$ cat config.mk
export PLATFORM = sky130hd
export DESIGN_NAME = rational_add_mul_reduce_core
export DESIGN_NICKNAME = d
export VERILOG_FILES = /design/src/rtl/core/rarm_pkg.sv /design/src/rtl/core/rational_add_mul_reduce_core.sv
export SDC_FILE = /design/constraint.sdc
export NUM_CORES = 2
export LEC_CHECK = 0
export BUFFER_PORTS_ARGS = -buffer_cell sky130_fd_sc_hd__buf_4
export CORE_MARGIN = 2
export CORE_UTILIZATION = 65
export CTS_BUF_LIST = sky130_fd_sc_hd__clkbuf_4 sky130_fd_sc_hd__clkbuf_8
export DETAILED_ROUTE_END_ITERATION = 12
export PLACE_DENSITY = 0.91
export RECOVER_POWER = 25
export SYNTH_ARGS = -nofsm -noshare
export SYNTH_HDL_FRONTEND = slang
export SYNTH_SLANG_ARGS = --single-unit
$ cat constraint.sdc
create_clock -name clk -period 21.5 [get_ports clk]
set_input_delay 0 -clock clk [delete_from_list [all_inputs] [get_ports clk]]
set_output_delay 0 -clock clk [all_outputs]
set_load 0.03 [all_outputs]
$ cat src/rtl/core/rarm_pkg.sv
// ----------------------------------------------------------------------------
// rarm_pkg
// Shared widths, request codes, control word layout and the sequencer
// program for the rational add/multiply/reduce core.
// ----------------------------------------------------------------------------
package rarm_pkg;

  localparam int OPERAND_WIDTH = 16;
  localparam int DEN_W         = OPERAND_WIDTH - 1;
  localparam int PROD_W        = 2 * OPERAND_WIDTH;
  localparam int CNT_W         = $clog2(PROD_W);
  localparam int REQ_W         = 2;
  localparam int RES_NUM_W     = 32;
  localparam int RES_DEN_W     = 30;
  localparam int IN_DATA_W     = ((2 * OPERAND_WIDTH + 2 * DEN_W + 7) / 8) * 8;
  localparam int OUT_DATA_W    = ((RES_NUM_W + RES_DEN_W + 7) / 8) * 8;

  typedef enum logic [REQ_W-1:0] {
    REQ_MUL  = 2'd0,
    REQ_ADD  = 2'd1,
    REQ_CMP  = 2'd2,
    REQ_NONE = 2'd3
  } req_t;

  typedef enum logic [3:0] {
    OP_NOP,
    OP_LOAD,
    OP_MUL_P,
    OP_MUL_Q,
    OP_MUL_D,
    OP_COMBINE,
    OP_GINIT,
    OP_GSTEP,
    OP_DSTART,
    OP_DSTEP,
    OP_DEND,
    OP_EMIT
  } op_t;

  typedef enum logic [3:0] {
    C_NEXT,
    C_ALWAYS,
    C_NO_IN,
    C_BAD_REQ,
    C_IS_CMP,
    C_MAG_ZERO,
    C_GCD_BUSY,
    C_DIV_BUSY,
    C_OUT_BUSY
  } cond_t;

  typedef logic [3:0] step_t;

  localparam step_t S_WAIT     = 4'd0;
  localparam step_t S_PROD_P   = 4'd1;
  localparam step_t S_PROD_Q   = 4'd2;
  localparam step_t S_PROD_D   = 4'd3;
  localparam step_t S_COMB     = 4'd4;
  localparam step_t S_GINIT    = 4'd5;
  localparam step_t S_GSTEP    = 4'd6;
  localparam step_t S_DSTART_M = 4'd7;
  localparam step_t S_DSTEP_M  = 4'd8;
  localparam step_t S_DEND_M   = 4'd9;
  localparam step_t S_DSTART_D = 4'd10;
  localparam step_t S_DSTEP_D  = 4'd11;
  localparam step_t S_DEND_D   = 4'd12;
  localparam step_t S_EMIT     = 4'd13;
  localparam step_t S_RET      = 4'd14;

  // sel_den: divider works on the denominator instead of the numerator
  typedef struct packed {
    op_t   op;
    logic  sel_den;
    cond_t cond;
    step_t target;
  } ctl_t;

  function automatic ctl_t ucode(input step_t s);
    ctl_t w;
    w = '{op: OP_NOP, sel_den: 1'b0, cond: C_ALWAYS, target: S_WAIT};
    case (s)
      S_WAIT:     w = '{op: OP_LOAD,    sel_den: 1'b0, cond: C_NO_IN,    target: S_WAIT};
      S_PROD_P:   w = '{op: OP_MUL_P,   sel_den: 1'b0, cond: C_BAD_REQ,  target: S_EMIT};
      S_PROD_Q:   w = '{op: OP_MUL_Q,   sel_den: 1'b0, cond: C_NEXT,     target: S_WAIT};
      S_PROD_D:   w = '{op: OP_MUL_D,   sel_den: 1'b0, cond: C_NEXT,     target: S_WAIT};
      S_COMB:     w = '{op: OP_COMBINE, sel_den: 1'b0, cond: C_IS_CMP,   target: S_EMIT};
      S_GINIT:    w = '{op: OP_GINIT,   sel_den: 1'b0, cond: C_MAG_ZERO, target: S_EMIT};
      S_GSTEP:    w = '{op: OP_GSTEP,   sel_den: 1'b0, cond: C_GCD_BUSY, target: S_GSTEP};
      S_DSTART_M: w = '{op: OP_DSTART,  sel_den: 1'b0, cond: C_NEXT,     target: S_WAIT};
      S_DSTEP_M:  w = '{op: OP_DSTEP,   sel_den: 1'b0, cond: C_DIV_BUSY, target: S_DSTEP_M};
      S_DEND_M:   w = '{op: OP_DEND,    sel_den: 1'b0, cond: C_NEXT,     target: S_WAIT};
      S_DSTART_D: w = '{op: OP_DSTART,  sel_den: 1'b1, cond: C_NEXT,     target: S_WAIT};
      S_DSTEP_D:  w = '{op: OP_DSTEP,   sel_den: 1'b1, cond: C_DIV_BUSY, target: S_DSTEP_D};
      S_DEND_D:   w = '{op: OP_DEND,    sel_den: 1'b1, cond: C_NEXT,     target: S_WAIT};
      S_EMIT:     w = '{op: OP_EMIT,    sel_den: 1'b0, cond: C_OUT_BUSY, target: S_EMIT};
      S_RET:      w = '{op: OP_NOP,     sel_den: 1'b0, cond: C_ALWAYS,   target: S_WAIT};
      default:    w = '{op: OP_NOP,     sel_den: 1'b0, cond: C_ALWAYS,   target: S_WAIT};
    endcase
    return w;
  endfunction

endpackage

$ cat src/rtl/core/rational_add_mul_reduce_core.sv
// ----------------------------------------------------------------------------
// rational_add_mul_reduce_core
// Fraction multiply, add and equality compare with gcd reduction, run by a
// small microprogram over one shared multiplier, a binary gcd unit and a
// bit-serial divider.
//
//   channel | dir | tdata (low bit up)                  | tuser
//   in_     | in  | a_num, a_den, b_num, b_den, zeros   | req_type
//   out_    | out | res_num, res_den, zeros             | is_equal
//
// Steps: accept, 3 multiply steps, combine, gcd init, gcd loop, two divides, emit,
// return; compare jumps from combine to emit, a zero result from gcd init, the
// unused code from the first multiply step. Gcd loop and divider dominate.
// Reset clears the step counter and the output valid; no clearing pass.
// A new request is taken while an earlier result still waits at the output;
// the emit step stalls until the output register is free.
// ----------------------------------------------------------------------------
module rational_add_mul_reduce_core (
  input  logic                               clk,
  input  logic                               rst_n,
  input  logic                               in_tvalid,
  output logic                               in_tready,
  // a_num, a_den, b_num, b_den, zero fill
  input  logic [rarm_pkg::IN_DATA_W-1:0]     in_tdata,
  // req_type
  input  logic [rarm_pkg::REQ_W-1:0]         in_tuser,
  output logic                               out_tvalid,
  input  logic                               out_tready,
  // res_num, res_den, zero fill
  output logic [rarm_pkg::OUT_DATA_W-1:0]    out_tdata,
  // is_equal
  output logic [0:0]                         out_tuser
);
  import rarm_pkg::*;

  localparam int A_NUM_LO = 0;
  localparam int A_DEN_LO = OPERAND_WIDTH;
  localparam int B_NUM_LO = OPERAND_WIDTH + DEN_W;
  localparam int B_DEN_LO = 2 * OPERAND_WIDTH + DEN_W;

  // sequencer
  step_t step_r, step_nxt;
  ctl_t  ctl;

  // operands
  req_t                     req_r, req_nxt;
  logic                     a_neg_r, a_neg_nxt, b_neg_r, b_neg_nxt;
  logic [OPERAND_WIDTH-1:0] a_mag_r, a_mag_nxt, b_mag_r, b_mag_nxt;
  logic [OPERAND_WIDTH-1:0] a_den_r, a_den_nxt, b_den_r, b_den_nxt;

  // products and working fraction
  logic [PROD_W-1:0] p_r, p_nxt, q_r, q_nxt;
  logic [PROD_W-1:0] mag_r, mag_nxt, den_r, den_nxt;
  logic              neg_r, neg_nxt, eq_r, eq_nxt;

  // gcd and divider
  logic [PROD_W-1:0] u_r, u_nxt, v_r, v_nxt;
  logic [PROD_W-1:0] quot_r, quot_nxt;
  logic [PROD_W:0]   rem_r, rem_nxt;
  logic [CNT_W-1:0]  cnt_r, cnt_nxt;

  // output register
  logic                    out_valid_r, out_valid_nxt;
  logic [RES_NUM_W-1:0]    res_num_r, res_num_nxt;
  logic [RES_DEN_W-1:0]    res_den_r, res_den_nxt;
  logic                    res_eq_r, res_eq_nxt;

  // input decode
  logic [OPERAND_WIDTH-1:0] in_a_num, in_b_num;
  logic [DEN_W-1:0]         in_a_den, in_b_den;

  logic [OPERAND_WIDTH-1:0] mul_x, mul_y;
  logic [PROD_W-1:0]        mul_prod;
  logic [PROD_W:0]          trial;
  logic [63:0]              mag64, num64, den64;
  logic                     out_busy, cond_hit, a_zero, b_zero;

  assign in_a_num = in_tdata[A_NUM_LO +: OPERAND_WIDTH];
  assign in_a_den = in_tdata[A_DEN_LO +: DEN_W];
  assign in_b_num = in_tdata[B_NUM_LO +: OPERAND_WIDTH];
  assign in_b_den = in_tdata[B_DEN_LO +: DEN_W];

  assign ctl       = ucode(step_r);
  assign in_tready = (step_r == S_WAIT);
  assign out_busy  = out_valid_r && !out_tready;

  always_comb begin
    case (ctl.op)
      OP_MUL_P: begin
        mul_x = a_mag_r;
        mul_y = (req_r == REQ_MUL) ? b_mag_r : b_den_r;
      end
      OP_MUL_Q: begin
        mul_x = b_mag_r;
        mul_y = a_den_r;
      end
      default: begin
        mul_x = a_den_r;
        mul_y = b_den_r;
      end
    endcase
  end

  assign mul_prod = PROD_W'(mul_x) * PROD_W'(mul_y);
  assign trial    = {rem_r[PROD_W-1:0], quot_r[PROD_W-1]} - {1'b0, u_r};
  assign a_zero   = (a_mag_r == '0);
  assign b_zero   = (b_mag_r == '0);

  assign mag64 = 64'(mag_r);
  assign num64 = neg_r ? (~mag64 + 64'd1) : mag64;
  assign den64 = 64'(den_r);

  always_comb begin
    case (ctl.cond)
      C_NEXT:     cond_hit = 1'b0;
      C_ALWAYS:   cond_hit = 1'b1;
      C_NO_IN:    cond_hit = !in_tvalid;
      C_BAD_REQ:  cond_hit = (req_r == REQ_NONE);
      C_IS_CMP:   cond_hit = (req_r == REQ_CMP);
      C_MAG_ZERO: cond_hit = (mag_r == '0);
      C_GCD_BUSY: cond_hit = (u_r != v_r);
      C_DIV_BUSY: cond_hit = (cnt_r != CNT_W'(PROD_W - 1));
      C_OUT_BUSY: cond_hit = out_busy;
      default:    cond_hit = 1'b0;
    endcase
    step_nxt = cond_hit ? ctl.target : step_r + step_t'(1);
  end

  always_comb begin
    req_nxt       = req_r;
    a_neg_nxt     = a_neg_r;
    b_neg_nxt     = b_neg_r;
    a_mag_nxt     = a_mag_r;
    b_mag_nxt     = b_mag_r;
    a_den_nxt     = a_den_r;
    b_den_nxt     = b_den_r;
    p_nxt         = p_r;
    q_nxt         = q_r;
    mag_nxt       = mag_r;
    den_nxt       = den_r;
    neg_nxt       = neg_r;
    eq_nxt        = eq_r;
    u_nxt         = u_r;
    v_nxt         = v_r;
    quot_nxt      = quot_r;
    rem_nxt       = rem_r;
    cnt_nxt       = cnt_r;
    res_num_nxt   = res_num_r;
    res_den_nxt   = res_den_r;
    res_eq_nxt    = res_eq_r;
    out_valid_nxt = out_valid_r && !out_tready;

    case (ctl.op)
      OP_LOAD: begin
        if (in_tvalid) begin
          req_nxt   = req_t'(in_tuser);
          a_neg_nxt = in_a_num[OPERAND_WIDTH-1];
          b_neg_nxt = in_b_num[OPERAND_WIDTH-1];
          a_mag_nxt = in_a_num[OPERAND_WIDTH-1] ? (~in_a_num + OPERAND_WIDTH'(1)) : in_a_num;
          b_mag_nxt = in_b_num[OPERAND_WIDTH-1] ? (~in_b_num + OPERAND_WIDTH'(1)) : in_b_num;
          a_den_nxt = (in_a_den == '0) ? OPERAND_WIDTH'(1) : OPERAND_WIDTH'(in_a_den);
          b_den_nxt = (in_b_den == '0) ? OPERAND_WIDTH'(1) : OPERAND_WIDTH'(in_b_den);
        end
      end
      OP_MUL_P: p_nxt = mul_prod;
      OP_MUL_Q: q_nxt = mul_prod;
      OP_MUL_D: den_nxt = mul_prod;
      OP_COMBINE: begin
        eq_nxt = (a_zero && b_zero) ||
                 (!a_zero && !b_zero && (a_neg_r == b_neg_r) && (p_r == q_r));
        if (req_r == REQ_MUL) begin
          mag_nxt = p_r;
          neg_nxt = a_neg_r ^ b_neg_r;
        end else if (a_neg_r == b_neg_r) begin
          mag_nxt = p_r + q_r;
          neg_nxt = a_neg_r;
        end else if (p_r >= q_r) begin
          mag_nxt = p_r - q_r;
          neg_nxt = a_neg_r;
        end else begin
          mag_nxt = q_r - p_r;
          neg_nxt = b_neg_r;
        end
      end
      OP_GINIT: begin
        u_nxt = mag_r;
        v_nxt = den_r;
        if (mag_r == '0) begin
          neg_nxt = 1'b0;
          den_nxt = PROD_W'(1);
        end
      end
      OP_GSTEP: begin
        // common factors of two come out of the fraction directly
        if (u_r != v_r) begin
          if (!u_r[0] && !v_r[0]) begin
            u_nxt   = u_r >> 1;
            v_nxt   = v_r >> 1;
            mag_nxt = mag_r >> 1;
            den_nxt = den_r >> 1;
          end else if (!u_r[0]) begin
            u_nxt = u_r >> 1;
          end else if (!v_r[0]) begin
            v_nxt = v_r >> 1;
          end else if (u_r > v_r) begin
            u_nxt = (u_r - v_r) >> 1;
          end else begin
            v_nxt = (v_r - u_r) >> 1;
          end
        end
      end
      OP_DSTART: begin
        rem_nxt  = '0;
        quot_nxt = ctl.sel_den ? den_r : mag_r;
        cnt_nxt  = '0;
      end
      OP_DSTEP: begin
        if (!trial[PROD_W]) begin
          rem_nxt  = trial;
          quot_nxt = {quot_r[PROD_W-2:0], 1'b1};
        end else begin
          rem_nxt  = {rem_r[PROD_W-1:0], quot_r[PROD_W-1]};
          quot_nxt = {quot_r[PROD_W-2:0], 1'b0};
        end
        cnt_nxt = cnt_r + CNT_W'(1);
      end
      OP_DEND: begin
        if (ctl.sel_den) begin
          den_nxt = quot_r;
        end else begin
          mag_nxt = quot_r;
        end
      end
      OP_EMIT: begin
        if (!out_busy) begin
          out_valid_nxt = 1'b1;
          case (req_r)
            REQ_MUL, REQ_ADD: begin
              res_num_nxt = num64[RES_NUM_W-1:0];
              res_den_nxt = den64[RES_DEN_W-1:0];
              res_eq_nxt  = 1'b0;
            end
            REQ_CMP: begin
              res_num_nxt = '0;
              res_den_nxt = RES_DEN_W'(1);
              res_eq_nxt  = eq_r;
            end
            default: begin
              res_num_nxt = '0;
              res_den_nxt = RES_DEN_W'(1);
              res_eq_nxt  = 1'b0;
            end
          endcase
        end
      end
      default: begin
      end
    endcase
  end

  always_ff @(posedge clk) begin
    if (!rst_n) begin
      step_r      <= S_WAIT;
      out_valid_r <= 1'b0;
    end else begin
      step_r      <= step_nxt;
      out_valid_r <= out_valid_nxt;
    end
  end

  always_ff @(posedge clk) begin
    req_r     <= req_nxt;
    a_neg_r   <= a_neg_nxt;
    b_neg_r   <= b_neg_nxt;
    a_mag_r   <= a_mag_nxt;
    b_mag_r   <= b_mag_nxt;
    a_den_r   <= a_den_nxt;
    b_den_r   <= b_den_nxt;
    p_r       <= p_nxt;
    q_r       <= q_nxt;
    mag_r     <= mag_nxt;
    den_r     <= den_nxt;
    neg_r     <= neg_nxt;
    eq_r      <= eq_nxt;
    u_r       <= u_nxt;
    v_r       <= v_nxt;
    quot_r    <= quot_nxt;
    rem_r     <= rem_nxt;
    cnt_r     <= cnt_nxt;
    res_num_r <= res_num_nxt;
    res_den_r <= res_den_nxt;
    res_eq_r  <= res_eq_nxt;
  end

  assign out_tvalid = out_valid_r;
  assign out_tdata  = {{(OUT_DATA_W - RES_NUM_W - RES_DEN_W){1'b0}}, res_den_r, res_num_r};
  assign out_tuser  = res_eq_r;

`ifndef NO_ASSERTIONS
  a_accept_starts: assert property (@(posedge clk) disable iff (!rst_n)
    (in_tvalid && in_tready) |=> (step_r == S_PROD_P))
    else $error("accepted request did not start the program");

  a_gcd_nonzero: assert property (@(posedge clk) disable iff (!rst_n)
    (step_r == S_GSTEP) |-> ((u_r != '0) && (v_r != '0)))
    else $error("gcd operand reached zero");

  a_div_exact: assert property (@(posedge clk) disable iff (!rst_n)
    ((step_r == S_DEND_M) || (step_r == S_DEND_D)) |-> (rem_r == '0))
    else $error("reduction divide left a remainder");

  a_den_nonzero: assert property (@(posedge clk) disable iff (!rst_n)
    out_tvalid |-> (res_den_r != '0))
    else $error("result denominator is zero");

  a_emit_waits: assert property (@(posedge clk) disable iff (!rst_n)
    ((step_r == S_EMIT) && out_valid_r && !out_tready) |=> (step_r == S_EMIT))
    else $error("emit step left while output was stalled");
`endif

endmodule

==> out/results.env <==
OUTCOME='finished, violations left'
VIOLATIONS='max-capacitance violations, max-slew violations'
PERIOD_SHARE_PCT=53.1
EDFF_COUNT_SYNTH=392
FINAL_HOLD_VIOL_COUNT=0
SLEW_VIOL_FINAL=199
WORST-R2R-SETUP-SLACK_NS=10.07
CTS_BUFFERS=69
TIMING.HOLD.WORST.CLASS='in -> reg'
COREAREA_SQ_UM=56600
ENDPOINT_KIND='flop'
MAX_CAP_VIOL_COUNT=4
ROUTED-VIA-COUNT=33600
DIE_W_UM=244
MAXCLOCKFREQUENCY_GHz=0.0875
FILLERS=4048
NUMCLOCKSINKS=410
GP_CONGESTION=1.03
DR.PASS1.ITERS=10
CLOCK_TREE.HTREE_LEVEL_COUNT=3
VIAS_IN_THE_FIRST_GLOBAL_ROUTE=32900
CTS_RESIZED=0
DRIVE_ABOVE_1_SHARE_PCT=5.96
FINALCLOCKSKEW_NS=0.0451
GRT_TOTAL_OVFL=0
PLACE.DETAILED.HPWL_UM=85800
WIRE_LENGTH_OF_THE_FIRST_GLOBAL_ROUTING_PASS_UM=182000
WORST-SETUP-PATH-TYPE='reg -> reg'
REMAINING_DRC_ERRORS=0
FINALSETUPVIOLCOUNT=0
PRE_CTS_WS_NS=11.97
AVGSYNTHCELLAREA_SQ_UM=9.12
FIN_HOLD_WS_NS=0.0813
NUMPORTBUFFERS=132
CLOCK_LATENCY_NS=0.69
POSTSYNTHCELLCOUNT=4102
YOSYSWARNINGS=0
SYNTH_AREA_SQ_UM=37400
TIGHTESTPINTRANSITION_NS=3.85
POSTROUTEWIRELENGTH_UM=119000
FINISH.INSTANCE_AREA_SQ_UM=40900
CTS.ROOT.BUFFER_CELL='clkbuf_8'
DIE-HEIGHT_UM=244
INITIAL_UTIL_PCT=66.1
YS_TYPES=83
CP_DATA_ARRIVAL_TIME_NS=11.83
ROWS=87
RELSLEWSLACK_PCT=-157
PLACED_AREA_SQ_UM=39000
SETUP.WORST_PATH.START_CLASS='flop'
DIE_AREA_SQ_UM=59500
SEQUENTIAL_FRACTION_OF_THE_SYNTHESIS_AREA_PCT=32.4
TIMING.CRITICAL_PATH.REQUIRED_NS=21.90
ANTENNA_VIOLATIONS_BEFORE_REPAIR=7
SYNTH_TOP_FLOP_CELL='edfxtp_1'
SYN2LAYOUT_AREA_GROWTH_PCT=9.37
LAYOUT_SETUP_WS_NS=10.07
DRTANTENNAVIOLNETS=0
FINAL.MIN_CLOCK_PERIOD_NS=11.43
NNETSFINAL=4787
WIRE_PER_INST_UM=23.7
SYNTH_ASYNC_SR_FLOP_SHARE_PCT=0
SYNTH_SEQ_CELLS=410
PIN_COUNT=137
UNREPAIRED_SETUP_ENDPOINTS_AFTER_GLOBAL_ROUTING='false'
FIRST_ITER_VIOLATIONS=4812
SETUP-TNS-FINAL_NS=0
CLK_PIN_SLEW_NS=0.07
CTS_TREE='built'
GRT_START_MAX_NET_PINS=88
ROUTED_VIA_DENSITY=6.69
GRT.TOTAL_USAGE_PCT=39.3
CLOCKBUFFERDEPTH=3
WORST-PATH-MAX-FANOUT=43
[through the flow]
stage / instances / utilization (%)
floorplan: 4103 / -
global placement: 4808 / 68.9
detailed placement: 4808 / 68.9
CTS: 5018 / 72.9
global route: 5023 / 72.3
finish: 5024 / 72.3
[layout make-up]
cell class	count	area, sq um	share of cell area (%)
multi-input cells	3016	22900	55.9
clock buffers	85	1100	2.69
clock inverters	40	344	0.841
flip-flops and latches	410	12100	29.6
repair buffers	266	1860	4.54
diodes	6	15.0	0.0367
inverters	445	1670	4.08
well taps	756	946	2.31
[what timing repair did]
| action | 4_1_cts | 5_1_grt |
|---|---|---|
| hold buffers | 85 | 0 |
| endpoints found under the setup margin | 0 | 0 |
| buffers inserted | 0 | 0 |
| endpoints found under the hold margin | 89 | 0 |
[metal layers]
metal / up-vias / track usage, % / part of all wire, %
li1: 14700 / - / -
met1: 16000 / 48.9 / 36
met2: 2463 / 63.3 / 46
met3: 528 / 8.64 / 12
met4: 0 / 23.4 / 6.5
met5: - / 0 / 0
[critical path, stage by stage, from the launching register on]
cell,delay [ns]
dfxtp_1,0.32
clkbuf_1,2.08
clkinv_1,1.61
nor2_1,0.29
o21ai_0,0.16
o21ai_1,0.56
nor2_1,0.16
fa_1,0.59
fa_1,0.45
fa_1,0.55
fa_1,0.44
fa_1,0.49
inv_1,0.05
fa_1,0.36
inv_1,0.09
ha_1,0.29
a21o_1,0.23
a21o_1,0.21
a2111o_1,0.37
o21ai_0,0.45
a21oi_1,0.19
a31o_2,0.29
nand2_1,0.08
mux2_2,0.33
o21a_1,0.19
a221o_1,0.25
[synth_stat cells (7+ instances only)]
| library cell | number | area share (%) |
|---|---|---|
| o211a_1 | 7 | 0.19 |
| edfxtp_1 | 392 | 31 |
| and2_1 | 22 | 0.37 |
| or3_1 | 26 | 0.43 |
| a21o_1 | 93 | 1.9 |
| mux2_2 | 8 | 0.24 |
| ha_1 | 309 | 10 |
| nand4_1 | 26 | 0.43 |
| a22o_1 | 20 | 0.47 |
| mux2i_1 | 57 | 1.5 |
| o211ai_1 | 21 | 0.42 |
| a211oi_1 | 33 | 0.66 |
| nand3_1 | 75 | 1.0 |
| o41ai_1 | 8 | 0.19 |
| a21oi_1 | 235 | 3.1 |
| nor2_1 | 400 | 4.0 |
| nor2b_1 | 73 | 1.2 |
| buf_1 | 12 | 0.12 |
| and3_1 | 23 | 0.38 |
| a222oi_1 | 43 | 1.2 |
| o21a_1 | 44 | 0.88 |
| a22oi_1 | 23 | 0.46 |
| inv_1 | 443 | 4.4 |
| o22ai_1 | 12 | 0.20 |
| clkbuf_1 | 215 | 2.2 |
| a211o_1 | 7 | 0.16 |
| or4_1 | 10 | 0.20 |
| o21bai_1 | 34 | 0.68 |
| xnor2_1 | 107 | 2.5 |
| a221oi_1 | 39 | 0.91 |
| nor3_1 | 76 | 1.0 |
| a21boi_0 | 7 | 0.14 |
| nand2_1 | 355 | 3.6 |
| a31oi_1 | 35 | 0.59 |
| nand2b_1 | 40 | 0.67 |
| a221o_1 | 9 | 0.24 |
| nor4_1 | 25 | 0.42 |
| xor2_1 | 86 | 2.0 |
| dfxtp_1 | 18 | 0.96 |
| o31ai_1 | 59 | 1.2 |
| fa_1 | 200 | 11 |
| or2_2 | 19 | 0.32 |
| o21ai_0 | 235 | 3.1 |
[sequential cells by signal, summed over array words and instances (netlist names), 2 cells and up]
register	count
a_den_r	15
a_mag_r	16
b_den_r	15
b_mag_r	16
cnt_r	5
ctl	13
den_r	32
mag_r	32
p_r	32
q_r	32
quot_r	32
rem_r	32
req_r	2
res_den_r	30
res_num_r	32
step_r	4
u_r	32
v_r	32
[cell usage in the layout, fill, tap and decap left out, types with 34 or more instances in the layout]
cell,netlist,routed
a21o_1,93,93
a21oi_1,235,234
a221oi_1,39,39
a222oi_1,43,43
a31oi_1,35,34
buf_4,2,76
clkbuf_1,215,94
clkbuf_8,0,74
dlygate4sd3_1,0,85
edfxtp_1,392,392
fa_1,200,200
ha_1,309,309
inv_1,443,443
mux2i_1,57,57
nand2_1,355,354
nand2b_1,40,40
nand3_1,75,75
nor2_1,400,396
nor2b_1,73,73
nor3_1,76,73
o21a_1,44,44
o21ai_0,235,234
o21bai_1,34,34
o31ai_1,59,59
xnor2_1,107,106
xor2_1,86,85
[kinds of logic after synthesis]
group / after synthesis / synth area share (%)
AO/OA/AOI/OAI: 1043 / 18.6
XOR/XNOR: 193 / 4.52
adder cells (fa/ha/maj): 509 / 21.0
buffers and inverters: 677 / 6.82
flip-flops: 410 / 32.4
multiplexers: 65 / 1.77
other: 1 / 0.0100
AND/OR/NAND/NOR: 1204 / 14.8
[worst paths after layout]
check | from | endpoint | cells after the start
worst max-delay path | ctl[9]$_DFF_P_ | den_r[29]$_DFFE_PP_ | 25
worst min-delay path | in_tdata[18] | a_den_r[2]$_SDFFCE_PN0P_ | 2
worst max register to register | ctl[9]$_DFF_P_ | den_r[29]$_DFFE_PP_ | 25
worst min register to register | eq_r$_DFFE_PP_ | out_tuser$_SDFFCE_PN0P_ | 1
Power is left out: the tool's default activity adds up to more than one toggle a clock period on the data nets, which glitch-free logic cannot reach.
